`src/rtl/tbwu_pkg.sv`:
```
// ----------------------------------------------------------------------------
// tbwu_pkg
// Types and constants for the TDC bank word unpacker: payload structs,
// parse states, header codes and data word types.
// ----------------------------------------------------------------------------
package tbwu_pkg;

  typedef struct packed {
    logic [31:0] data_word;
    logic        first_word;
    logic        last_word;
  } in_item_t;

  typedef struct packed {
    logic        kind;
    logic [1:0]  board;
    logic [6:0]  channel;
    logic [27:0] epoch;
    logic [8:0]  fine_code;
    logic        rise;
    logic [10:0] coarse_code;
    logic        mismatch_error;
    logic [27:0] sum_epoch;
    logic [10:0] sum_coarse;
    logic [31:0] bank_number;
    logic        last;
  } result_t;

  typedef struct packed {
    logic [1:0] count;
    result_t    r0;
    result_t    r1;
  } result_pair_t;

  typedef enum logic [1:0] {
    PS_SEARCH = 2'd0,
    PS_BOARD  = 2'd1,
    PS_CTS    = 2'd2,
    PS_ENDED  = 2'd3
  } parse_state_t;

  localparam logic        KIND_HIT      = 1'b0;
  localparam logic        KIND_SUMMARY  = 1'b1;

  localparam logic [15:0] HDR_CTS       = 16'hC001;
  localparam logic [15:0] HDR_BOARD_MSK = 16'hFFFC;
  localparam logic [15:0] HDR_BOARD     = 16'h0100;
  localparam logic [15:0] HDR_END       = 16'h5555;

  localparam logic [2:0]  WT_EPOCH      = 3'd3;
  localparam logic [2:0]  WT_HIT        = 3'd4;

  localparam logic [7:0]  HEADER_WORDS_RST = 8'd6;
  localparam logic [7:0]  POS_MAX          = 8'hFF;

endpackage

```
`src/rtl/tbwu_decode.sv`:
```
// ----------------------------------------------------------------------------
// tbwu_decode
// Per-bank parse state and word decode. Produces up to two results for the
// word at its input and updates the state when the word advances.
// ----------------------------------------------------------------------------
module tbwu_decode (
  input  logic                   clk,
  input  logic                   rst,
  input  logic                   adv,
  input  tbwu_pkg::in_item_t     item,
  input  logic [7:0]             header_words,
  output tbwu_pkg::result_pair_t pair
);

  tbwu_pkg::parse_state_t parse_state, parse_state_next;
  logic [7:0]  word_position, word_position_next;
  logic [7:0]  words_left, words_left_next;
  logic [1:0]  current_board, current_board_next;
  logic [27:0] current_epoch, current_epoch_next;
  logic [27:0] ref_epoch, ref_epoch_next;
  logic [10:0] ref_coarse, ref_coarse_next;
  logic        bank_error, bank_error_next;
  logic [31:0] bank_count, bank_count_next;

  tbwu_pkg::parse_state_t st_b;
  logic [7:0]  pos_b, left_b;
  logic [1:0]  board_b;
  logic [27:0] epoch_b, ref_epoch_b;
  logic [10:0] ref_coarse_b;
  logic        err_b;

  logic [31:0] w;
  logic [2:0]  wtype;
  logic [6:0]  chan;
  logic [10:0] coarse;
  logic        is_hit;
  logic        coarse_ok;

  assign w      = item.data_word;
  assign wtype  = w[31:29];
  assign chan   = w[28:22];
  assign coarse = w[10:0];

  assign st_b         = item.first_word ? tbwu_pkg::PS_SEARCH : parse_state;
  assign pos_b        = item.first_word ? 8'd0  : word_position;
  assign left_b       = item.first_word ? 8'd0  : words_left;
  assign board_b      = item.first_word ? 2'd0  : current_board;
  assign epoch_b      = item.first_word ? 28'd0 : current_epoch;
  assign ref_epoch_b  = item.first_word ? 28'd0 : ref_epoch;
  assign ref_coarse_b = item.first_word ? 11'd0 : ref_coarse;
  assign err_b        = item.first_word ? 1'b0  : bank_error;

  assign is_hit = (st_b == tbwu_pkg::PS_BOARD) && (wtype == tbwu_pkg::WT_HIT);

  assign coarse_ok = (coarse == ref_coarse_b) ||
                     ({1'b0, coarse} + 12'd1 == {1'b0, ref_coarse_b}) ||
                     ({1'b0, coarse} == {1'b0, ref_coarse_b} + 12'd1);

  always_comb begin
    parse_state_next   = st_b;
    word_position_next = (pos_b != tbwu_pkg::POS_MAX) ? pos_b + 8'd1 : pos_b;
    words_left_next    = left_b;
    current_board_next = board_b;
    current_epoch_next = epoch_b;
    ref_epoch_next     = ref_epoch_b;
    ref_coarse_next    = ref_coarse_b;
    bank_error_next    = err_b;
    bank_count_next    = item.first_word ? bank_count + 32'd1 : bank_count;
    case (st_b)
      tbwu_pkg::PS_SEARCH: begin
        if (pos_b >= header_words) begin
          if (w[15:0] == tbwu_pkg::HDR_CTS) begin
            words_left_next  = w[23:16];
            parse_state_next = tbwu_pkg::PS_CTS;
          end else if ((w[15:0] & tbwu_pkg::HDR_BOARD_MSK) == tbwu_pkg::HDR_BOARD) begin
            current_board_next = w[1:0];
            words_left_next    = w[23:16];
            parse_state_next   = tbwu_pkg::PS_BOARD;
          end else if (w[15:0] == tbwu_pkg::HDR_END) begin
            parse_state_next = tbwu_pkg::PS_ENDED;
          end
        end
      end
      tbwu_pkg::PS_BOARD, tbwu_pkg::PS_CTS: begin
        if (st_b == tbwu_pkg::PS_BOARD && wtype == tbwu_pkg::WT_EPOCH) begin
          current_epoch_next = w[27:0];
        end
        if (is_hit && chan == 7'd0) begin
          if (ref_epoch_b == 28'd0) begin
            ref_epoch_next  = epoch_b;
            ref_coarse_next = coarse;
          end else if (epoch_b != ref_epoch_b || !coarse_ok) begin
            bank_error_next = 1'b1;
          end
        end
        if (left_b == 8'd1) begin
          parse_state_next = tbwu_pkg::PS_SEARCH;
        end else if (left_b != 8'd0) begin
          words_left_next = left_b - 8'd1;
        end
      end
      default: begin
      end
    endcase
  end

  tbwu_pkg::result_t hit_res, sum_res;

  always_comb begin
    hit_res             = '0;
    hit_res.kind        = tbwu_pkg::KIND_HIT;
    hit_res.board       = board_b;
    hit_res.channel     = chan;
    hit_res.epoch       = epoch_b;
    hit_res.fine_code   = w[20:12];
    hit_res.rise        = w[11];
    hit_res.coarse_code = coarse;
    hit_res.bank_number = bank_count_next;
    hit_res.last        = !item.last_word;

    sum_res                = '0;
    sum_res.kind           = tbwu_pkg::KIND_SUMMARY;
    sum_res.mismatch_error = bank_error_next;
    sum_res.sum_epoch      = ref_epoch_next;
    sum_res.sum_coarse     = ref_coarse_next;
    sum_res.bank_number    = bank_count_next;
    sum_res.last           = 1'b1;

    pair.count = {1'b0, is_hit} + {1'b0, item.last_word};
    pair.r0    = is_hit ? hit_res : sum_res;
    pair.r1    = sum_res;
  end

  always_ff @(posedge clk) begin
    if (rst) begin
      parse_state   <= tbwu_pkg::PS_SEARCH;
      word_position <= 8'd0;
      words_left    <= 8'd0;
      current_board <= 2'd0;
      current_epoch <= 28'd0;
      ref_epoch     <= 28'd0;
      ref_coarse    <= 11'd0;
      bank_error    <= 1'b0;
      bank_count    <= 32'd0;
    end else if (adv) begin
      parse_state   <= parse_state_next;
      word_position <= word_position_next;
      words_left    <= words_left_next;
      current_board <= current_board_next;
      current_epoch <= current_epoch_next;
      ref_epoch     <= ref_epoch_next;
      ref_coarse    <= ref_coarse_next;
      bank_error    <= bank_error_next;
      bank_count    <= bank_count_next;
    end
  end

endmodule

```
`src/rtl/tbwu_outq.sv`:
```
// ----------------------------------------------------------------------------
// tbwu_outq
// Two-slot result queue. Loads a whole result pair when empty after this
// cycle's transfer, otherwise shifts toward the output.
// ----------------------------------------------------------------------------
module tbwu_outq (
  input  logic                   clk,
  input  logic                   rst,
  input  logic                   push,
  input  tbwu_pkg::result_pair_t pair,
  output logic                   room,
  output logic                   out_valid,
  input  logic                   out_ready,
  output tbwu_pkg::result_t      out_data
);

  tbwu_pkg::result_t q0, q1;
  logic [1:0] count;
  logic       pop;

  assign out_valid = (count != 2'd0);
  assign out_data  = q0;
  assign pop       = out_valid && out_ready;
  assign room      = (count == 2'd0) || (count == 2'd1 && out_ready);

  always_ff @(posedge clk) begin
    if (rst) begin
      count <= 2'd0;
    end else if (push) begin
      count <= pair.count;
    end else if (pop) begin
      count <= count - 2'd1;
    end
  end

  always_ff @(posedge clk) begin
    if (push) begin
      q0 <= pair.r0;
      q1 <= pair.r1;
    end else if (pop) begin
      q0 <= q1;
    end
  end

endmodule

```
`src/rtl/tdc_bank_word_unpacker.sv`:
```
// ----------------------------------------------------------------------------
// tdc_bank_word_unpacker
// Unpacks readout bank words into hit records and per-bank summaries.
// ----------------------------------------------------------------------------
// Data path: each word is registered in the input stage, advances once the
//   queue has room, and its results are registered in the queue for output.
// Throughput: one word per cycle while the output is ready; a word with both
//   a hit and a summary holds the input while the two-slot queue drains.
// Reset: parse state, counters and queue clear; header_words returns to 6.
module tdc_bank_word_unpacker (
  input  logic               clk,
  input  logic               rst,
  input  logic               in_valid,
  output logic               in_ready,
  input  tbwu_pkg::in_item_t in_data,
  output logic               out_valid,
  input  logic               out_ready,
  output tbwu_pkg::result_t  out_data,
  input  logic               cfg_we,
  input  logic [7:0]         cfg_data
);

  logic [7:0]             header_words;
  tbwu_pkg::in_item_t     in_q;
  logic                   in_q_valid;
  logic                   room;
  logic                   adv;
  tbwu_pkg::result_pair_t pair;

  assign adv      = in_q_valid && room;
  assign in_ready = !in_q_valid || adv;

  always_ff @(posedge clk) begin
    if (rst) begin
      header_words <= tbwu_pkg::HEADER_WORDS_RST;
    end else if (cfg_we) begin
      header_words <= cfg_data;
    end
  end

  always_ff @(posedge clk) begin
    if (rst) begin
      in_q_valid <= 1'b0;
    end else if (in_valid && in_ready) begin
      in_q_valid <= 1'b1;
    end else if (adv) begin
      in_q_valid <= 1'b0;
    end
  end

  always_ff @(posedge clk) begin
    if (in_valid && in_ready) begin
      in_q <= in_data;
    end
  end

  tbwu_decode u_decode (
    .clk          (clk),
    .rst          (rst),
    .adv          (adv),
    .item         (in_q),
    .header_words (header_words),
    .pair         (pair)
  );

  tbwu_outq u_outq (
    .clk       (clk),
    .rst       (rst),
    .push      (adv),
    .pair      (pair),
    .room      (room),
    .out_valid (out_valid),
    .out_ready (out_ready),
    .out_data  (out_data)
  );

  a_summary_last: assert property (@(posedge clk) disable iff (rst)
    out_valid && out_data.kind == tbwu_pkg::KIND_SUMMARY |-> out_data.last)
    else $error("summary result without last");

  a_hit_clean: assert property (@(posedge clk) disable iff (rst)
    out_valid && out_data.kind == tbwu_pkg::KIND_HIT |->
      !out_data.mismatch_error && out_data.sum_epoch == 28'd0 &&
      out_data.sum_coarse == 11'd0)
    else $error("hit result carries summary fields");

  a_hold_word: assert property (@(posedge clk) disable iff (rst)
    in_q_valid && !room |=> in_q_valid && $stable(in_q))
    else $error("held word lost while queue full");

endmodule

```
`config.mk`:
```
export PLATFORM = sky130hd
export DESIGN_NAME = tdc_bank_word_unpacker
export DESIGN_NICKNAME = d
export VERILOG_FILES = /design/src/rtl/tbwu_pkg.sv /design/src/rtl/tbwu_decode.sv /design/src/rtl/tbwu_outq.sv /design/src/rtl/tdc_bank_word_unpacker.sv
export SDC_FILE = /design/constraint.sdc
export NUM_CORES = 1
export LEC_CHECK = 0
export BUFFER_PORTS_ARGS = -buffer_cell sky130_fd_sc_hd__buf_2
export CAP_MARGIN = 10
export CORE_MARGIN = 2
export CORE_UTILIZATION = 53
export DETAILED_ROUTE_END_ITERATION = 10
export GPL_TIMING_DRIVEN = 0
export PLACE_DENSITY = 0.87
export SYNTH_ARGS = -nofsm -noshare
export SYNTH_HDL_FRONTEND = slang
export SYNTH_SLANG_ARGS = --single-unit
```
`constraint.sdc`:
```
create_clock -name clk -period 4.3 [get_ports clk]
set_input_delay 0.645 -clock clk [delete_from_list [all_inputs] [get_ports clk]]
set_output_delay 0.645 -clock clk [all_outputs]
set_load 0.01 [all_outputs]
```
==> impl_metrics.env, run 1 <==
export IMPL_status="complete, no violations"
export IMPL_clk_latency_ns=0.54
export IMPL_place_hpwl_um=33380
export IMPL_critPathKind="register to register"
export IMPL_hold_end="in_q[6]"
export IMPL_via_per_inst=5.980
export IMPL_async_flop_share_pct=0
export IMPL_placement_io_buffers=179
export IMPL_drv_slew=0
export IMPL_ys_seq_elements=369
export IMPL_postSynthAreaPerCell_um2=10.75
export IMPL_max_cap_violations=0
export IMPL_layout_commonest_cell="edfxtp_1"
export IMPL_max_freq_ghz=0.2418
export IMPL_root_buffer="clkbuf_16"
export IMPL_p_comb_share_pct=13.3
export IMPL_first_pass_iters=6
export IMPL_route_vias_total=13290
export IMPL_ioPinCount=181
export IMPL_die_y_um=182.3
export IMPL_finalSetupTns_ns=0
export IMPL_synth_edf_count=238
export IMPL_placementRows=65
export IMPL_ys_types=79
export IMPL_hold_depth=1
export IMPL_fin_crit_sh_pct=96.19
export IMPL_wirelength_um=46700
export IMPL_dieArea_um2=33240
export IMPL_path_clk_slew_ns=0.06
export IMPL_fin_total_pwr_w=0.008866
export IMPL_syn_num_nets=1635
export IMPL_fp_dieW_um=182.3
export IMPL_rsz0062_at_grt="false"
export IMPL_ys_seq_area_share_pct=57.98
export IMPL_r2r_cells=14
export IMPL_r2r_slack_ns=0.16
export IMPL_r2r_start="in_q[1]"
export IMPL_clk_path_buf_depth=3
export IMPL_grt_pass1_vias=12840
export IMPL_cp_data_arrival_time_ns=4.53
export IMPL_cp_max_fo=10
export IMPL_power_frac_seq_pct=48.9
export IMPL_hp_class="primary input to register"
export IMPL_final_cell_mix="edfxtp_1 (238), nor2_1 (214), buf_2 (192)"
export IMPL_end_kind="register"
export IMPL_intPower_w=0.006548
export IMPL_powerDensity_nw_per_um2=450.3
export IMPL_peakVddDrop_uv=340.1
export IMPL_p_sw_share_pct=26.15
export IMPL_drive_gt1_share_pct=17.86
export IMPL_antenna_found_initial=2
export IMPL_grt_max_degree=71
export IMPL_grt_pass1_wl_um=71340
export IMPL_finalClockSkew_ns=0.02238
export IMPL_drcViolationCount=0
export IMPL_final_util_pct=62.72
export IMPL_syn_cell_area_um2=16850
export IMPL_grt_total_usage_pct=27.64
export IMPL_initial_core_util_pct=53.67
export IMPL_drt_antenna_violating_nets=0
export IMPL_synth_cells=1567
export IMPL_synthFlopType="edfxtp_1"
export IMPL_overflow=0
export IMPL_clock_sinks=369
export IMPL_synthToLayoutAreaGrowth_pct=16.86
export IMPL_worst_pin_slew_ns=0.8435
export IMPL_p_leak_nw=7.766
export IMPL_gp_congestion=0.9655
export IMPL_r2r_end="u_decode.words_left[3]"
export IMPL_final_net_count=1858
export IMPL_tritoncts="yes"
export IMPL_hold_violations=0
export IMPL_synthTopCellsByArea="edfxtp_1 (42%), dfxtp_1 (16%), nor2_1 (4.8%), nand2_1 (3.5%), xor2_1 (3.5%)"
export IMPL_numCtsBuffers=39
export IMPL_first_iter_violations=1548
export IMPL_power_switching_w=0.002318
export IMPL_hold_buffers=0
export IMPL_wire_per_inst_um=21.01
export IMPL_coreArea_um2=31390
export IMPL_worstHoldStart="in_data[6]"
export IMPL_htree_levels=2
export IMPL_setup_viol=0
export IMPL_relSlewSlack_pct=43.77
export IMPL_ys_warn_count=0
export IMPL_synth_top_cell_area_share_pct=42.41
export IMPL_clockPowerShare_pct=37.9
export IMPL_start_kind="register"
export IMPL_cp_required_ns=4.70
export IMPL_synth_top_area_cell="edfxtp_1"
export IMPL_min_period_ns=4.136
==> what timing repair did <==
action	CTS	global route
cloned	0	0
buffers inserted	1	1
pin swaps	1	1
gates resized for setup	5	14
endpoints found under the setup margin	148	119
==> power by group through the flow <==
stage                     sequential [W]  clock, W  combinational [W]
after detailed placement         0.00440         0            0.00117
after global placement           0.00443         0            0.00109
final                            0.00433   0.00336            0.00118
after floorplan                  0.00451         0           0.000527
after global routing             0.00436   0.00353            0.00127
after CTS                        0.00433   0.00339            0.00118
==> cell type report <==
type                            instances  area (um^2)
Sequential cell                       369         9769
Fill cell                            2421        11700
Multi-Input combinational cell       1056         6515
Clock inverter                         17        153.9
Tap cell                              402        503.0
Timing Repair Buffer                  184        993.5
Antenna cell                            1        2.502
Inverter                               35        131.4
Clock buffer                           54         1136
Buffer                                105        485.5
==> Yosys cell counts (15+ instances only) <==
cell,n
nor4_1,19
dfxtp_1,131
a22oi_1,67
mux2i_1,38
edfxtp_1,238
xnor2_1,38
clkbuf_1,71
o31ai_1,15
a21oi_1,41
nor3_1,25
nor2_1,214
and3_1,67
inv_1,34
ha_1,21
xor2_1,68
nand2_1,159
nand3_1,34
o21ai_0,73
==> how the worst max path moves through the flow <==
stage / start / cells after the start / slack (ns) / end
final: in_q[1] / 14 / 0.16 / u_decode.words_left[3]
after global routing: in_q[1] / 14 / 0.02 / u_outq.out_data[56]
after CTS: in_q[1] / 14 / 0.01 / u_outq.count[0]
after detailed placement: in_q[1] / 16 / -0.55 / u_decode.current_epoch[23]
after global placement: out_ready / 8 / -1.98 / u_outq.q1[29]
after floorplan: out_ready / 7 / 0.06 / u_outq.q1[10]
==> metrics by stage <==
step | setup WS (ns) | area (um^2) | cells | hold slack, ns
5_1_grt | 0.02453 | 19690 | 2223 | 0.2699
4_1_cts | 0.01426 | 19650 | 2222 | 0.2733
3_3_place_gp | -1.981 | 18250 | 2148 | 0.4680
3_5_place_dp | -0.5461 | 18350 | 2151 | 0.4658
2_1_floorplan | 0.05878 | 16850 | 1567 | 0.4420
6_report | 0.1638 | 19690 | 2223 | 0.2853
==> routing by layer <==
metal | share of wire (%) | wire length (um) | vias up | global-route usage (%)
li1 | - | - | 6070 | -
met4 | 3.4 | 1571 | 2 | 10.97
met2 | 47 | 21870 | 699 | 44.49
met5 | 0.028 | 13 | - | 0
met3 | 8.5 | 3984 | 114 | 4.171
met1 | 41 | 19270 | 6408 | 37.93
==> kinds of logic after synthesis <==
family | synth area share [%]
muxes | 3.059
and+or+nand+nor | 17.29
buffers and inverters | 3.601
AOI/OAI and AO/OA | 10.62
DFF | 57.98
xor gates and xnor gates | 5.896
adders and majority gates | 1.559
==> sequential cells by signal (all words and copies together) (netlist names) <==
name and count:
u_decode.ref_epoch 28, u_outq.count 2, u_decode.current_board 2, u_decode.ref_coarse 11, u_outq.out_data 132, u_outq.q1 72, u_decode.parse_state 2, u_decode.word_position 8
u_decode.words_left 8, u_decode.bank_count 32, in_q 34, in_q_valid 1, u_decode.current_epoch 28, u_decode.bank_error 1, header_words 8
==> critical path, stage by stage (launching register included) <==
cell      delay [ns]
edfxtp_1        0.32
buf_4           0.21
buf_2           0.28
buf_2           0.34
clkbuf_4        0.33
buf_2           0.33
nor2b_1         0.14
ha_1            0.30
a21o_1          0.16
a211o_1         0.35
a221o_1         0.49
buf_2           0.24
and3_1          0.19
o211ai_1        0.19
o311ai_1        0.11
Power figures use the tool's default switching activity.
==> run 2, diff against run 1 <==
--- a/config.mk
+++ b/config.mk
@@ -8,10 +8,11 @@
 export BUFFER_PORTS_ARGS = -buffer_cell sky130_fd_sc_hd__buf_2
 export CAP_MARGIN = 10
 export CORE_MARGIN = 2
-export CORE_UTILIZATION = 53
+export CORE_UTILIZATION = 55
 export DETAILED_ROUTE_END_ITERATION = 10
-export GPL_TIMING_DRIVEN = 0
-export PLACE_DENSITY = 0.87
+export GPL_TIMING_DRIVEN = 1
+export PLACE_DENSITY = 0.88
 export SYNTH_ARGS = -nofsm -noshare
 export SYNTH_HDL_FRONTEND = slang
+export SYNTH_HIERARCHICAL = 1
 export SYNTH_SLANG_ARGS = --single-unit
==> impl_metrics.env, run 2 <==
export IMPL_ys_warn_count=6
export IMPL_synthFlopType="edfxtp_1"
export IMPL_regArea_um2=11570
export IMPL_final_util_pct=61.62
export IMPL_cp_data_arrival_time_ns=4.03
export IMPL_hold_ws_ns=0.2474
export IMPL_place_hpwl_um=29740
export IMPL_syn_cell_area_um2=20450
export IMPL_critPathKind="register to register"
export IMPL_placement_io_buffers=180
export IMPL_max_freq_ghz=0.2821
export IMPL_highest_layer="met4"
export IMPL_clk_latency_ns=0.57
export IMPL_powerDensity_nw_per_um2=442.1
export IMPL_hold_buffers=0
export IMPL_peakVddDrop_uv=328.5
export IMPL_cp_max_fo=32
export IMPL_wl_met3_um=3046
export IMPL_netlist_top_cells_count="edfxtp_1 (298), nor2_1 (161), dfxtp_1 (131)"
export IMPL_fin_crit_sh_pct=82.44
export IMPL_synth_cells=1740
export IMPL_start_kind="register"
export IMPL_via_per_inst=5.721
export IMPL_fp_dieW_um=196.8
export IMPL_overflow=0
export IMPL_r2r_slack_ns=0.76
export IMPL_relSlewSlack_pct=34.99
export IMPL_layout_commonest_cell="edfxtp_1"
export IMPL_drcViolationCount=0
export IMPL_ys_types=81
export IMPL_synth_top_area_cell="edfxtp_1"
export IMPL_status="complete, no violations"
export IMPL_htree_levels=2
export IMPL_drive_gt1_share_pct=23.12
export IMPL_drv_slew=0
export IMPL_synth_top_cell_area_share_pct=43.75
export IMPL_path_clk_slew_ns=0.06
export IMPL_end_kind="register"
export IMPL_dieArea_um2=38740
export IMPL_die_y_um=196.8
export IMPL_grt_max_degree=119
export IMPL_placementRows=70
export IMPL_setup_viol=0
export IMPL_r2r_cells=9
export IMPL_max_cap_violations=0
export IMPL_wire_per_inst_um=19.65
export IMPL_cp_required_ns=4.79
export IMPL_async_flop_share_pct=0
export IMPL_antenna_found_initial=0
export IMPL_ys_seq_elements=429
export IMPL_final_cell_mix="edfxtp_1 (298), buf_2 (179), nor2_1 (161)"
export IMPL_gp_congestion=0.8699
export IMPL_tritoncts="yes"
export IMPL_synthTopCellsByArea="edfxtp_1 (44%), dfxtp_1 (13%), mux2_2 (4.8%), mux2_4 (3.5%), buf_4 (3.5%)"
export IMPL_hold_violations=0
export IMPL_wl_met1_um=19380
export IMPL_worst_pin_slew_ns=0.9752
export IMPL_fin_total_pwr_w=0.009973
export IMPL_finalClockSkew_ns=0.02395
export IMPL_r2r_start="in_q[1]"
export IMPL_worstHoldStart="in_data[16]"
export IMPL_r2r_end="u_decode/ref_coarse[4]"
export IMPL_synth_edf_count=298
export IMPL_postSynthAreaPerCell_um2=11.75
export IMPL_synthToLayoutAreaGrowth_pct=10.30
export IMPL_drt_antenna_violating_nets=0
export IMPL_grt_pass1_wl_um=71880
export IMPL_hold_depth=1
export IMPL_wirelength_um=46250
export IMPL_cts_resized=0
export IMPL_cts_setup_buffers=0
export IMPL_finalSetupTns_ns=0
export IMPL_clk_path_buf_depth=3
export IMPL_grt_total_usage_pct=23.70
export IMPL_route_vias_total=13470
export IMPL_root_buffer="clkbuf_16"
export IMPL_first_pass_iters=6
export IMPL_coreArea_um2=36610
export IMPL_initial_core_util_pct=55.86
export IMPL_multiInputGateArea_um2=7741
export IMPL_ys_seq_area_share_pct=56.58
export IMPL_min_period_ns=3.545
export IMPL_grt_pass1_vias=13240
export IMPL_hp_class="primary input to register"
export IMPL_p_leak_nw=8.635
export IMPL_wl_met2_um=21940
export IMPL_ioPinCount=181
export IMPL_hold_end="in_q[16]"
export IMPL_final_net_count=1919
export IMPL_synth_most_common_cell="edfxtp_1"
export IMPL_numCtsBuffers=44
export IMPL_clock_sinks=429
export IMPL_first_iter_violations=1348
export IMPL_diodes=0
export IMPL_rsz0062_at_grt="false"
export IMPL_fillCellCount=2786
## run 2: worst max-delay path by stage
stage          slack, ns  cells past startpoint                     end       from
2_1_floorplan       0.56                      7      u_outq/out_data[0]  out_ready
3_3_place_gp        1.05                     11  u_decode/words_left[7]    in_q[1]
3_5_place_dp        0.89                     11  u_decode/words_left[7]    in_q[1]
4_1_cts             0.85                      9  u_decode/ref_coarse[4]    in_q[1]
5_1_grt             0.59                     11  u_decode/words_left[7]    in_q[1]
6_report            0.76                      9  u_decode/ref_coarse[4]    in_q[1]
## run 2: cells by family (layout without fill, tap and decap cells)
kind of cell	Yosys count	after routing	synth area share, %
flops	429	429	56.58
buf+inv	238	326	6.717
mux	149	149	9.005
simple gates	553	553	13.87
compound gates	230	230	7.360
xor+xnor	117	117	5.084
fa+ha+maj	22	22	1.346
other cells	2	60	0.03672
## run 2: power by group
| part | switching (W) | leakage [nW] | total (W) | internal (W) |
|---|---|---|---|---|
| Combinational | 0.000734 | 4.06 | 0.00121 | 0.000480 |
| Sequential | 0.000168 | 3.90 | 0.00509 | 0.00493 |
| Clock | 0.00157 | 0.677 | 0.00366 | 0.00209 |
## run 2: area by class of cell
type                    instances  share of cell area [%]
flip-flops and latches        429                   51.30
multi-input cells            1131                   34.32
clock buffers                  67                   5.763
repair buffers                205                   4.981
well taps                     468                   2.596
inverters                      39                  0.6490
clock inverters                15                  0.3994
## run 2: critical path, cell delays in order (launching register included)
cell,delay (ns)
edfxtp_1,0.65
nand2b_1,0.30
ha_1,0.52
nor4b_1,0.39
nand3_1,0.20
nand2b_1,0.20
buf_4,0.26
nor2_1,0.61
a22oi_1,0.17
nor2_1,0.16
## run 2: per-layer routing
layer,vias up,GRT usage (%)
li1,6253,-
met1,6492,31.48
met2,607,38.29
met3,115,4.227
met4,0,10.47
met5,-,0
## run 2: per-stage QoR
step                      setup WS [ns]  instance area [um^2]  std cells
final                            0.7552                 22560       2354
after floorplan                  0.5557                 20670       1798
after CTS                        0.8513                 22540       2353
after detailed placement         0.8940                 21150       2271
after global routing             0.5867                 22560       2354
after global placement            1.047                 21150       2271
